--- src/hdl/assert_macros.svh ---
// Assertion helpers, compiled out for synthesis.
`ifndef ASSERT_MACROS_SVH
`define ASSERT_MACROS_SVH

`ifndef SYNTHESIS
`define OAHT_ASSERT(lbl, clk, rst, prop, msg) \
   lbl: assert property (@(posedge clk) disable iff (rst) prop) else $error(msg);
`define OAHT_ASSERT_ALWAYS(lbl, clk, prop, msg) \
   lbl: assert property (@(posedge clk) prop) else $error(msg);
`else
`define OAHT_ASSERT(lbl, clk, rst, prop, msg)
`define OAHT_ASSERT_ALWAYS(lbl, clk, prop, msg)
`endif

`endif

--- src/hdl/oaht_pkg.sv ---
package oaht_pkg;

   localparam int HASH_SHIFT = 10;

   typedef enum logic [1:0] {
      OP_INSERT = 2'd0,
      OP_SEARCH = 2'd1,
      OP_REMOVE = 2'd2
   } op_type;

   typedef enum logic [1:0] {
      ST_OK        = 2'd0,
      ST_NOT_FOUND = 2'd1,
      ST_FULL      = 2'd2
   } status_type;

   typedef enum logic [2:0] {
      S_CLEAR,
      S_IDLE,
      S_HASH,
      S_FETCH,
      S_PROBE
   } state_type;

   typedef struct packed {
      logic clear;
      logic load;
      logic shift;
      logic fetch;
      logic advance;
      logic commit;
   } cmd_type;

   typedef struct packed {
      logic clr_last;
      logic hash_last;
      logic finish;
   } sts_type;

endpackage

--- src/hdl/oaht_if.sv ---
interface req_if #(
   parameter int KEY_BITS   = 16,
   parameter int VALUE_BITS = 32
);
   logic                  valid;
   logic                  ready;
   logic [1:0]            op;
   logic [KEY_BITS-1:0]   key;
   logic [VALUE_BITS-1:0] value;

   modport source (output valid, op, key, value, input ready);
   modport sink   (input valid, op, key, value, output ready);
endinterface

interface rsp_if #(
   parameter int SLOT_BITS  = 5,
   parameter int VALUE_BITS = 32
);
   logic                  valid;
   logic                  ready;
   logic [1:0]            status;
   logic [SLOT_BITS-1:0]  slot;
   logic [VALUE_BITS-1:0] record;

   modport source (output valid, status, slot, record, input ready);
   modport sink   (input valid, status, slot, record, output ready);
endinterface

--- src/hdl/oaht_ctrl.sv ---
`include "assert_macros.svh"

module oaht_ctrl (
   input  logic             clock,
   input  logic             reset,
   input  logic             req_valid,
   output logic             req_ready,
   output logic             rsp_valid,
   input  logic             rsp_ready,
   input  oaht_pkg::sts_type sts,
   output oaht_pkg::cmd_type cmd
);
   import oaht_pkg::*;

   state_type state_ff, state_in;
   logic      rsp_valid_ff, rsp_valid_in;
   logic      out_free;

   assign out_free  = !rsp_valid_ff || rsp_ready;
   assign rsp_valid = rsp_valid_ff;

   always_ff @(posedge clock) begin
      if (reset) begin
         state_ff     <= S_CLEAR;
         rsp_valid_ff <= 1'b0;
      end else begin
         state_ff     <= state_in;
         rsp_valid_ff <= rsp_valid_in;
      end
   end

   always_comb begin
      state_in  = state_ff;
      cmd       = '0;
      req_ready = 1'b0;
      unique case (state_ff)
         S_CLEAR: begin
            cmd.clear = 1'b1;
            if (sts.clr_last) state_in = S_IDLE;
         end
         S_IDLE: begin
            req_ready = 1'b1;
            if (req_valid) begin
               cmd.load = 1'b1;
               state_in = S_HASH;
            end
         end
         S_HASH: begin
            cmd.shift = 1'b1;
            if (sts.hash_last) state_in = S_FETCH;
         end
         S_FETCH: begin
            cmd.fetch = 1'b1;
            state_in  = S_PROBE;
         end
         S_PROBE: begin
            if (sts.finish) begin
               if (out_free) begin
                  cmd.commit = 1'b1;
                  state_in   = S_IDLE;
               end
            end else begin
               cmd.advance = 1'b1;
            end
         end
         default: state_in = S_CLEAR;
      endcase
   end

   always_comb begin
      if (cmd.commit) rsp_valid_in = 1'b1;
      else if (rsp_ready) rsp_valid_in = 1'b0;
      else rsp_valid_in = rsp_valid_ff;
   end

   `OAHT_ASSERT(a_commit_drained, clock, reset, cmd.commit |-> out_free, "commit over held word")
   `OAHT_ASSERT(a_fetch_after_hash, clock, reset, (state_ff == S_FETCH) |-> ($past(state_ff) == S_HASH), "fetch without hash")
   `OAHT_ASSERT(a_rsp_from_commit, clock, reset, $rose(rsp_valid_ff) |-> $past(cmd.commit), "word without commit")

endmodule

--- src/hdl/oaht_dp.sv ---
`include "assert_macros.svh"

module oaht_dp #(
   parameter int SLOTS      = 31,
   parameter int KEY_BITS   = 16,
   parameter int VALUE_BITS = 32,
   localparam int SB        = $clog2(SLOTS)
) (
   input  logic                   clock,
   input  logic                   reset,
   input  oaht_pkg::cmd_type      cmd,
   output oaht_pkg::sts_type      sts,
   input  logic [1:0]             req_op,
   input  logic [KEY_BITS-1:0]    req_key,
   input  logic [VALUE_BITS-1:0]  req_value,
   output logic [1:0]             rsp_status,
   output logic [SB-1:0]          rsp_slot,
   output logic [VALUE_BITS-1:0]  rsp_record
);
   import oaht_pkg::*;

   localparam int WB = 1 + KEY_BITS + VALUE_BITS;
   localparam int HL = $clog2(SLOTS);
   localparam int SL = $clog2(SLOTS - 1);
   localparam int HS = KEY_BITS + HL;
   localparam int SS = KEY_BITS + SL;
   localparam int PB = 2 * KEY_BITS + 1;
   localparam logic [63:0] HM = ((64'd1 << HS) + 64'(SLOTS) - 64'd1) / 64'(SLOTS);
   localparam logic [63:0] SM = ((64'd1 << SS) + 64'(SLOTS - 1) - 64'd1) / 64'(SLOTS - 1);

   logic [WB-1:0]         mem [SLOTS];
   logic [WB-1:0]         rd_ff;
   logic [SB-1:0]         rd_addr, wr_addr;
   logic [WB-1:0]         wr_data;
   logic                  wr_en;

   op_type                op_ff;
   logic [KEY_BITS-1:0]   key_ff, x_ff;
   logic [VALUE_BITS-1:0] val_ff;
   logic                  cnt_ff;
   logic [PB-1:0]         ph_ff, ps_ff;
   logic [KEY_BITS-HL:0]  qh;
   logic [KEY_BITS-SL:0]  qs;
   logic [SB-1:0]         hr_ff, hr_in, sr_ff, sr_in;
   logic [SB-1:0]         cur_ff, nxt, step;
   logic [SB:0]           sum;
   logic [SB-1:0]         n_ff;
   logic [SB-1:0]         clr_ff;
   logic                  last;

   logic                  e_valid, match;
   logic [KEY_BITS-1:0]   e_key;
   logic [VALUE_BITS-1:0] e_val;
   logic                  finish, wr_need;
   status_type            status_in;
   logic [SB-1:0]         slot_in;
   logic [VALUE_BITS-1:0] rec_in;

   logic [1:0]            status_ff;
   logic [SB-1:0]         slot_ff;
   logic [VALUE_BITS-1:0] rec_ff;

   // hash: reciprocal multiply, then remainder; home mod SLOTS, step mod SLOTS-1
   assign qh    = ph_ff[PB-1:HS];
   assign qs    = ps_ff[PB-1:SS];
   assign hr_in = SB'(x_ff - KEY_BITS'(qh) * KEY_BITS'(SLOTS));
   assign sr_in = SB'(key_ff - KEY_BITS'(qs) * KEY_BITS'(SLOTS - 1));

   always_ff @(posedge clock) begin
      if (cmd.load) begin
         op_ff  <= op_type'(req_op);
         key_ff <= req_key;
         val_ff <= req_value;
         x_ff   <= (req_key >> HASH_SHIFT) ^ (req_key & KEY_BITS'(SLOTS - 1));
         cnt_ff <= 1'b1;
      end else if (cmd.shift) begin
         ph_ff  <= PB'(x_ff) * PB'(HM[KEY_BITS:0]);
         ps_ff  <= PB'(key_ff) * PB'(SM[KEY_BITS:0]);
         hr_ff  <= hr_in;
         sr_ff  <= sr_in;
         cnt_ff <= 1'b0;
      end
   end

   // probe walk
   assign step = sr_ff + SB'(1);
   assign sum  = {1'b0, cur_ff} + {1'b0, step};
   assign nxt  = (sum >= (SB+1)'(SLOTS)) ? SB'(sum - (SB+1)'(SLOTS)) : sum[SB-1:0];
   assign last = (n_ff == SB'(SLOTS - 1));

   always_ff @(posedge clock) begin
      if (cmd.fetch) begin
         cur_ff <= hr_ff;
         n_ff   <= '0;
      end else if (cmd.advance) begin
         cur_ff <= nxt;
         n_ff   <= n_ff + SB'(1);
      end
   end

   always_ff @(posedge clock) begin
      if (reset) clr_ff <= '0;
      else if (cmd.clear && clr_ff != SB'(SLOTS - 1)) clr_ff <= clr_ff + SB'(1);
   end

   // table memory: {valid, key, value}
   always_comb begin
      if (cmd.fetch) rd_addr = hr_ff;
      else if (cmd.advance) rd_addr = nxt;
      else rd_addr = cur_ff;
   end

   assign wr_en   = cmd.clear || (cmd.commit && wr_need);
   assign wr_addr = cmd.clear ? clr_ff : cur_ff;
   assign wr_data = cmd.clear ? '0 : {(op_ff == OP_INSERT), key_ff, val_ff};

   always_ff @(posedge clock) begin
      if (wr_en) mem[wr_addr] <= wr_data;
      rd_ff <= mem[rd_addr];
   end

   assign e_valid = rd_ff[WB-1];
   assign e_key   = rd_ff[WB-2 -: KEY_BITS];
   assign e_val   = rd_ff[VALUE_BITS-1:0];
   assign match   = e_valid && (e_key == key_ff);

   always_comb begin
      finish    = 1'b1;
      wr_need   = 1'b0;
      status_in = ST_NOT_FOUND;
      slot_in   = '0;
      rec_in    = '0;
      case (op_ff)
         OP_INSERT: begin
            finish = !e_valid || last;
            if (!e_valid) begin
               wr_need   = 1'b1;
               status_in = ST_OK;
               slot_in   = cur_ff;
            end else begin
               status_in = ST_FULL;
            end
         end
         OP_SEARCH: begin
            finish = !e_valid || match || last;
            if (match) begin
               status_in = ST_OK;
               slot_in   = cur_ff;
               rec_in    = e_val;
            end
         end
         OP_REMOVE: begin
            finish = !e_valid || match || last;
            if (match) begin
               wr_need   = 1'b1;
               status_in = ST_OK;
               slot_in   = cur_ff;
            end
         end
         default: finish = 1'b1;
      endcase
   end

   always_ff @(posedge clock) begin
      if (cmd.commit) begin
         status_ff <= status_in;
         slot_ff   <= slot_in;
         rec_ff    <= rec_in;
      end
   end

   assign rsp_status    = status_ff;
   assign rsp_slot      = slot_ff;
   assign rsp_record    = rec_ff;
   assign sts.clr_last  = (clr_ff == SB'(SLOTS - 1));
   assign sts.hash_last = (cnt_ff == 1'b0);
   assign sts.finish    = finish;

   `OAHT_ASSERT(a_cur_range, clock, reset, (cmd.fetch || cmd.advance) |=> (cur_ff <= SB'(SLOTS - 1)), "probe index out of range")
   `OAHT_ASSERT(a_step_range, clock, reset, (cmd.shift && sts.hash_last) |=> (sr_ff < SB'(SLOTS - 1)), "step out of range")
   `OAHT_ASSERT(a_insert_empty, clock, reset, (cmd.commit && op_ff == OP_INSERT && status_in == ST_OK) |-> !e_valid, "insert over used slot")

endmodule

--- src/hdl/open_address_hash_table.sv ---
// Open-addressing hash table, double hashing, SLOTS entries of key and value.
// req_bus: one word per operation (op 0 insert, 1 search, 2 remove, key, value).
// rsp_bus: one word per operation (status 0 ok, 1 not found, 2 full; slot;
// record = value on a found search, else 0).
// Both channels move a word on a clock edge with valid and ready high.
// After reset a clearing pass writes every slot empty; req_bus.ready stays
// low until it ends.
// One operation at a time: home slot and probe step are formed by a
// reciprocal multiply, then a remainder, the first table read follows,
// then one probe per cycle, 1 to SLOTS probes through the single-read-port
// table memory; only a finished probe can wait, on the output register.
// The next word is accepted the cycle after the result is registered.
// The result sits in an output register; a stalled receiver holds it while
// the next operation is accepted and hashed, and a finished probe waits for
// that register to drain before it commits.
module open_address_hash_table #(
   parameter int SLOTS      = 31,
   parameter int KEY_BITS   = 16,
   parameter int VALUE_BITS = 32
) (
   input  logic      clock,
   input  logic      reset,
   req_if.sink       req_bus,
   rsp_if.source     rsp_bus
);
   import oaht_pkg::*;

   localparam int SB = $clog2(SLOTS);

   cmd_type               cmd;
   sts_type               sts;
   logic [1:0]            status_w;
   logic [SB-1:0]         slot_w;
   logic [VALUE_BITS-1:0] record_w;

   oaht_ctrl u_ctrl (
      .clock     (clock),
      .reset     (reset),
      .req_valid (req_bus.valid),
      .req_ready (req_bus.ready),
      .rsp_valid (rsp_bus.valid),
      .rsp_ready (rsp_bus.ready),
      .sts       (sts),
      .cmd       (cmd)
   );

   oaht_dp #(
      .SLOTS      (SLOTS),
      .KEY_BITS   (KEY_BITS),
      .VALUE_BITS (VALUE_BITS)
   ) u_dp (
      .clock      (clock),
      .reset      (reset),
      .cmd        (cmd),
      .sts        (sts),
      .req_op     (req_bus.op),
      .req_key    (req_bus.key),
      .req_value  (req_bus.value),
      .rsp_status (status_w),
      .rsp_slot   (slot_w),
      .rsp_record (record_w)
   );

   assign rsp_bus.status = status_w;
   assign rsp_bus.slot   = slot_w;
   assign rsp_bus.record = record_w;

endmodule
--- src/flat_wrapper.sv ---
// flat-port wrapper written by rule: the top's interface ports become plain ports
module open_address_hash_table_flat import oaht_pkg::*;
#(
   parameter int SLOTS      = 31,
   parameter int KEY_BITS   = 16,
   parameter int VALUE_BITS = 32
)
  (clock, reset, req_bus_valid, req_bus_op, req_bus_key, req_bus_value, req_bus_ready, rsp_bus_valid, rsp_bus_status, rsp_bus_slot, rsp_bus_record, rsp_bus_ready);
  req_if #(.KEY_BITS(KEY_BITS), .VALUE_BITS(VALUE_BITS)) req_bus_i ();
  rsp_if #(.VALUE_BITS(VALUE_BITS)) rsp_bus_i ();
  input  logic clock;
  input  logic reset;
  input wire logic [$bits(req_bus_i.valid)-1:0] req_bus_valid;
  input wire logic [$bits(req_bus_i.op)-1:0] req_bus_op;
  input wire logic [$bits(req_bus_i.key)-1:0] req_bus_key;
  input wire logic [$bits(req_bus_i.value)-1:0] req_bus_value;
  output wire logic [$bits(req_bus_i.ready)-1:0] req_bus_ready;
  output wire logic [$bits(rsp_bus_i.valid)-1:0] rsp_bus_valid;
  output wire logic [$bits(rsp_bus_i.status)-1:0] rsp_bus_status;
  output wire logic [$bits(rsp_bus_i.slot)-1:0] rsp_bus_slot;
  output wire logic [$bits(rsp_bus_i.record)-1:0] rsp_bus_record;
  input wire logic [$bits(rsp_bus_i.ready)-1:0] rsp_bus_ready;
  assign req_bus_i.valid = req_bus_valid;
  assign req_bus_i.op = req_bus_op;
  assign req_bus_i.key = req_bus_key;
  assign req_bus_i.value = req_bus_value;
  assign req_bus_ready = req_bus_i.ready;
  assign rsp_bus_valid = rsp_bus_i.valid;
  assign rsp_bus_status = rsp_bus_i.status;
  assign rsp_bus_slot = rsp_bus_i.slot;
  assign rsp_bus_record = rsp_bus_i.record;
  assign rsp_bus_i.ready = rsp_bus_ready;
  open_address_hash_table #(.SLOTS(SLOTS), .KEY_BITS(KEY_BITS), .VALUE_BITS(VALUE_BITS)) u_core (.clock(clock), .reset(reset), .req_bus(req_bus_i), .rsp_bus(rsp_bus_i));
endmodule
--- config.mk ---
export PLATFORM = sky130hd
export DESIGN_NAME = open_address_hash_table_flat
export DESIGN_NICKNAME = d
export VERILOG_FILES = /design/src/hdl/oaht_pkg.sv /design/src/hdl/oaht_if.sv /design/src/hdl/oaht_ctrl.sv /design/src/hdl/oaht_dp.sv /design/src/hdl/open_address_hash_table.sv /design/src/flat_wrapper.sv
export VERILOG_INCLUDE_DIRS = /design/src /design/src/hdl
export SDC_FILE = /design/constraint.sdc
export NUM_CORES = 2
export LEC_CHECK = 0
export BUFFER_PORTS_ARGS = -buffer_cell sky130_fd_sc_hd__buf_2
export CAP_MARGIN = 25
export CORE_UTILIZATION = 25
export CTS_CLUSTER_SIZE = 20
export DETAILED_ROUTE_END_ITERATION = 10
export PLACE_DENSITY = 0.52
export RECOVER_POWER = 100
export SYNTH_ARGS = -nofsm -noshare
export SYNTH_HDL_FRONTEND = slang
export SYNTH_SLANG_ARGS = --single-unit
--- constraint.sdc ---
create_clock -name clock -period 4.8 [get_ports clock]
set_clock_uncertainty 0.05 [all_clocks]
set_input_delay 0.96 -clock clock [delete_from_list [all_inputs] [get_ports clock]]
set_output_delay 0.96 -clock clock [all_outputs]
set_load 0.05 [all_outputs]
Word level (Yosys, flattened, before mapping)

Memory sizes are Yosys's and may differ from the RTL's. A register that Yosys moved wholly into a read port is not among the register bits.
Cells that the tools add are included.
Widths: inputs -> output; s select.

Bitwise logic cells: 2
Add/sub/neg operators: 7
Mux-type cells: 35
Multipliers: 4
Magnitude comparators: 1
Equality and inequality tests: 15
Reduce and logical (&&, ||, !) cells: 17

Operators by type and width:

| cell                   | number |
|---|---|
| $mux 49                | 1 |
| $mul 16x16->32 const B | 1 |
| $mux 5                 | 6 |
| $mul 6x17->23 const B  | 1 |
| $eq 16x16->1           | 1 |
| $mux 1                 | 16 |
| $add 5x1->5 const B    | 3 |
| $mux 3                 | 5 |
| $pmux 3 s5             | 1 |
| $mul 12x4->4 const B   | 1 |
| $mul 12x5->5 const B   | 1 |
| $eq 5x5->1 const B     | 2 |
| $pmux 5 s2             | 1 |
| $sub 5x5->5            | 2 |
| $ne 2x2->1 const B     | 4 |
| $add 5x5->6            | 1 |
| $eq 3x2->1 const B     | 2 |
| $ge 6x5->1 const B     | 1 |
| $xor 6x5->6            | 1 |
| $logic_or 1x1->1       | 5 |
| $ne 5x5->1 const B     | 1 |
| $reduce_and 5->1       | 1 |
| $sub 5x5->5 const B    | 1 |
| $mux 2                 | 2 |
| 15 further kinds       | 20 |

Output and inout bits: 41
Memories kept: 1
Memory bits (writable): 1519
Flip-flop bits (word level): 190
Logic and storage cells: 99

Memory list:

| memory          | words | width | rd ports | clocked after Yosys merged registers in | wr ports | line          | RTL |
|---|---|---|---|---|---|---|---|
| u_core.u_dp.mem | 31    | 49    | 1        | 1                                       | 1        | oaht_dp.sv:31 | `logic [WB-1:0] mem [SLOTS];` |

Depth between registers and ports, before layout

Depth after elaboration: 11
Depth in mapped cells: 18

Modules after synthesis

A second synthesis with hierarchy kept.

Cell total of the unflattened synthesis: 4125
Area, all modules: 69225.1 µm²

Modules (own cells, without submodules):

| module    | cells each | sequential area each (µm²) | times used | area an instance (µm²) |
|---|---|---|---|---|
| oaht_dp   | 4095       | 50188.1                    | 1          | 68992.4 |
| oaht_ctrl | 30         | 80.1                       | 1          | 232.7 |

Worst setup path before layout

No wires, ideal clock.

Path type: register to register
From: register u_core.u_dp.key_ff[10]
To: memory u_core.u_dp.mem[17][0] (netlist name), enable pin
Arrival: 4.420 ns
Path buffers: 1
Period minus slack after synthesis: 4.926 ns
Slack: -0.126 ns
Cell stages (with the launch flop): 10
Library setup time: 0.456 ns
Data required time: 4.294 ns
Cell sequence: edfxtp_1 > xnor2_1 > nand4_1 > nor4_2 > and2_0 > clkbuf_1 > a21boi_0 > o31ai_1 > o21ai_1 > nor2_1

Cells in the longest elaborated chain, start to end: 11

RTL lines:

| what                             | line                           | RTL |
|---|---|---|
| start, declared                  | oaht_dp.sv:38                  | `logic [KEY_BITS-1:0] key_ff, x_ff;` |
| start signal, assigned           | oaht_dp.sv:72                  | `key_ff <= req_key;` |
| $eq 16x16->1 (*)                 | oaht_dp.sv:125                 | `assign match = e_valid && (e_key == key_ff);` |
| $logic_and 1x1->1 (*)            | oaht_dp.sv:125                 |  |
| $logic_or 1x1->1 (2 in series)   | oaht_dp.sv:145, oaht_dp.sv:153 |  |
| $pmux 1 s2                       | oaht_dp.sv:133                 | `case (op_ff)` |
| $mux 1                           | oaht_ctrl.sv:57                | `if (sts.finish) begin` |
| $mux 2                           | oaht_ctrl.sv:36                | `unique case (state_ff)` |
| $logic_and 1x1->1 (*)            | oaht_dp.sv:113                 | `assign wr_en = cmd.clear \|\| (cmd.commit && wr_need);` |
| $logic_or 1x1->1 (*)             | oaht_dp.sv:113                 |  |
| $mux 1 (*)                       | oaht_dp.sv:118                 | `if (wr_en) mem[wr_addr] <= wr_data;` |
| $mux 1 (implied by the code) (*) | oaht_dp.sv:118                 |  |
| end, declared                    | oaht_dp.sv:31                  |  |

Mark *: on every way between the ends. The rest lies on a longest branch, timed or not.

Worst setup path in the final report

From: register u_core.u_dp.key_ff[3]
To: memory u_core.u_dp.mem[12][12] (netlist name), enable pin

The elaborated chain is that of the path after synthesis.

==> results_dict.tcl <==
set metrics [dict create \
    outcome "finished with violations" \
    violations "max-capacitance violations, max-slew violations" \
    routed_wirelength_um 191000 \
    route.detailed.drc 0 \
    cts_num_sinks 1697 \
    antenna_violations_before_repair 14 \
    max_clock_buf_depth 3 \
    final_cell_area_sq_mm 0.0816 \
    power_leakage_nw 25.7 \
    globalRoute.totalOverflow 0 \
    synthToLayoutAreaGrowth_pct 17.5 \
    critical-path-max-stage-delay_ns 0.55 \
    die_height_um 529 \
    worst_setup_path_end_kind "flop" \
    fin_nets 4454 \
    cp_num_buf_inv 4 \
    mappedNetlistArea_sq_mm 0.0694 \
    layout_common_cells "edfxtp_1, mux2i_1, clkbuf_16, o22ai_1, clkbuf_1" \
    dieArea_sq_mm 0.280 \
    ant_nets 0 \
    timing.setup.tns_ns 0 \
    postSynth.asyncResetShare_pct 0 \
    post_synth_inst_count 3940 \
    synth_sequential_area_ratio_pct 72.4 \
    arrival_ns 5.04 \
    ys_warn_count 0 \
    globalRouteTotalUtil_pct 13.4 \
    core_region_area_sq_mm 0.276 \
    cts_made_buffers 181 \
    drt-wirelength-per-cell_um 23.5 \
    layout.cells.non_filler 8130 \
    num_vias 36200 \
    cpLargestDelayFamily "simple AND/OR/NAND/NOR gates" \
    cts_hold_repair.buffers 0 \
    synth_enable_flop_cells 1628 \
    synth_fp_nets 4129 \
    initial_utilization_pct 25.1 \
    final-hold-violation-count 0 \
    finish.utilization_pct 29.5 \
    report.final.setup_viol 0 \
    share_of_post_route_cells_with_drive_strength_above_1_pct 13.6 \
    depth_of_the_cts_h_tree 4 \
    synth_ff_type "edfxtp_1" \
    cp_max_fo 22 \
    port-buffer-count 94 \
    grt_start_max_net_pins 59 \
    clock_insertion_delay_worst_skew_ns 0.83 \
    drt-vias-per-instance 4.46 \
    setup.worst_path.class "reg -> reg" \
    worst_path_required_ns 5.22 \
    io-pin-count 95 \
    crit_chain "buf_4, xnor2_1, nand4_1, nor4_2, clkbuf_1, nand2_1, nand4b_1, nand2_1, o31ai_1, buf_4, o21ai_2, nor2_4, buf_8" \
    timing_worst_slew_pin_value_ns 2.15 \
    drt_pass1_iterations 5 \
    clock_root_cell "clkbuf_16" \
    relSlewSlack_pct -43.3 \
    final_count_of_pins_violating_max_slew 70 \
    final_period_minus_worst_setup_slack_ns 4.61 \
    ys_ff_latch 1697 \
    drt-initial-drc-count 3087 \
    layout.cells.most_common "edfxtp_1" \
    grt_pass1_vias 36100 \
    avgSynthCellArea_sq_um 17.6 \
    first_pass_grt_wire_length_um 269000 \
    final_min_period_over_clock_period_pct 96.1 \
    critPathLaunchType "flop" \
    detailed_place.area_sq_mm 0.0765 \
    cts_tree "done" \
    power_per_cell_area_mw_per_mm2 391 \
    rsz0062_at_grt "no" \
    worst_ir_drop_on_vdd_mv 0.319 \
    numPlacedInstances 7765 \
    cts.reportedPaths.clkPinSlew_ns 0.06 \
    fp-row-count 193 \
    die_w_um 529 \
    top_achievable_clock_speed_ghz 0.217 \
    dp.final_hpwl_um 109000 \
    cpMaxStageDelayCell "nor2_4" \
    finalWeightedCongestion 0.769 \
    netlist-cell-type-count 73 \
    drv_cap 4 \
    holdCritPathClass "in -> reg" \
]
## cell type report
| cell class | count | area, sq um |
|---|---|---|
| clock inverter | 101 | 878 |
| clock buffer | 237 | 4860 |
| inverter | 84 | 332 |
| sequential | 1697 | 50300 |
| tap | 3705 | 4640 |
| timing repair buffer | 344 | 2740 |
| antenna | 5 | 12.5 |
| fill | 27400 | 195000 |
| multi-input combinational | 1957 | 17800 |
## synth_stat cells (all sizes together), types with 2 or more instances
master     n  area [sq um]
fa        24           480
clkbuf    53           244
a311o      2          20.0
a21o      10          75.1
o22ai    147           920
o21ai     16          80.1
xnor2     40           350
nor4      51           632
o211ai     2          15.0
nand2     40           150
a31o       3          26.3
nand3     17          90.1
and4       2          17.5
nor2     105           394
or3        4          30.0
o21bai     5          37.5
and2      49           307
a31oi      3          18.8
a211oi   103           773
and3b      2          17.5
and3      40           250
nor3b      2          20.0
ha       111          1390
o21a       4          31.3
buf      149          1010
nor3      12          70.1
mux2i   1082         10800
nand3b     3          22.5
xor2      16           140
nor2b      3          18.8
a21oi     19          95.1
edfxtp  1628         48900
inv       83           312
o31ai      5          37.5
a41oi      2          17.5
dfxtp     69          1380
nand4     11          68.8
nand2b     5          31.3
a21boi     2          18.8
## cell families (layout without fill, tap and decap cells)
family | count (synthesis) | count (layout) | synth area share [%]
muxes | 1082 | 1082 | 15.6
other | 0 | 5 | 0
xor gates and xnor gates | 56 | 56 | 0.706
buffers and inverters | 286 | 766 | 2.26
AOI/OAI and AO/OA | 333 | 333 | 3.25
DFF | 1697 | 1697 | 72.4
and+or+nand+nor | 350 | 350 | 3.10
adders and majority gates | 136 | 136 | 2.71
## where the power goes
| part | leakage, nW | switching [W] | internal (W) | total (W) |
|---|---|---|---|---|
| logic | 7.09 | 0.00115 | 0.000768 | 0.00192 |
| registers | 15.9 | 0.000155 | 0.0163 | 0.0164 |
| clock network | 2.79 | 0.00587 | 0.00769 | 0.0136 |
## routing by layer
layer	share of wire (%)	wire length, um	vias to the layer above	global-route usage, %
li1	-	-	16200	-
met1	47	89800	18900	19.1
met2	46	87700	906	21.1
met3	5.4	10200	220	2.18
met4	1.6	3060	16	2.90
met5	0.048	91	-	0
## worst register-to-register path: cells and delay by family (launching register included)
| family | cells | cell delay (ns) |
|---|---|---|
| simple gates | 6 | 1.41 |
| buf+inv | 4 | 1.24 |
| compound gates | 2 | 0.75 |
| flops | 1 | 0.40 |
| xor+xnor | 1 | 0.36 |
## path summary, 6_finish.rpt
kind         depth (start not counted)                             from                                end  slack [ns]
max                                 13  u_core.u_dp.key_ff[3]$_DFFE_PP_  u_core.u_dp.mem[12][12]$_DFFE_PP_        0.19
min                                  1                   req_bus_key[6]    u_core.u_dp.key_ff[6]$_DFFE_PP_        0.26
max reg2reg                         13  u_core.u_dp.key_ff[3]$_DFFE_PP_  u_core.u_dp.mem[12][12]$_DFFE_PP_        0.19
min reg2reg                          2  u_core.u_dp.cnt_ff$_SDFFE_PP1P_    u_core.u_dp.cnt_ff$_SDFFE_PP1P_        0.43
## flip-flops by register name (all words and copies together) (netlist names)
| signal | cells |
|---|---|
| u_core.u_dp.mem | 1519 |
| u_core.u_dp.rsp_status | 2 |
| u_core.u_dp.key_ff | 16 |
| u_core.u_dp.rsp_record | 32 |
| u_core.u_dp.ph_ff | 2 |
| u_core.u_dp.hr_ff | 5 |
| u_core.u_dp.rsp_slot | 5 |
| u_core.u_dp.cnt_ff | 1 |
| u_core.u_dp.ps_ff | 4 |
| u_core.u_dp.val_ff | 32 |
| u_core.u_dp.n_ff | 5 |
| u_core.u_ctrl.rsp_valid | 1 |
| u_core.u_dp.op_ff | 2 |
| u_core.u_dp.cur_ff | 5 |
| u_core.u_dp.sr_ff | 5 |
| u_core.u_dp.x_ff | 4 |
| u_core.u_dp.clr_ff | 5 |
| u_core.u_ctrl.state_ff | 3 |
| u_core.u_dp.rd_ff | 49 |
## per-stage QoR
stage	power (W)	hold WS [ns]	setup WS [ns]
finish	0.0319	0.258	0.186
global placement	0.0187	0.407	0.162
floorplan	0.0179	0.394	-0.126
global route	0.0329	0.217	0.00537
CTS	0.0323	0.198	0.215
detailed placement	0.0187	0.425	0.241
## repair_timing
item / 4_1_cts / 5_1_grt
resized for setup: 0 / 3
endpoints found under the setup margin: 0 / 6
setup buffers: 0 / 4
Note: power is estimated with default switching activity, not from simulation.
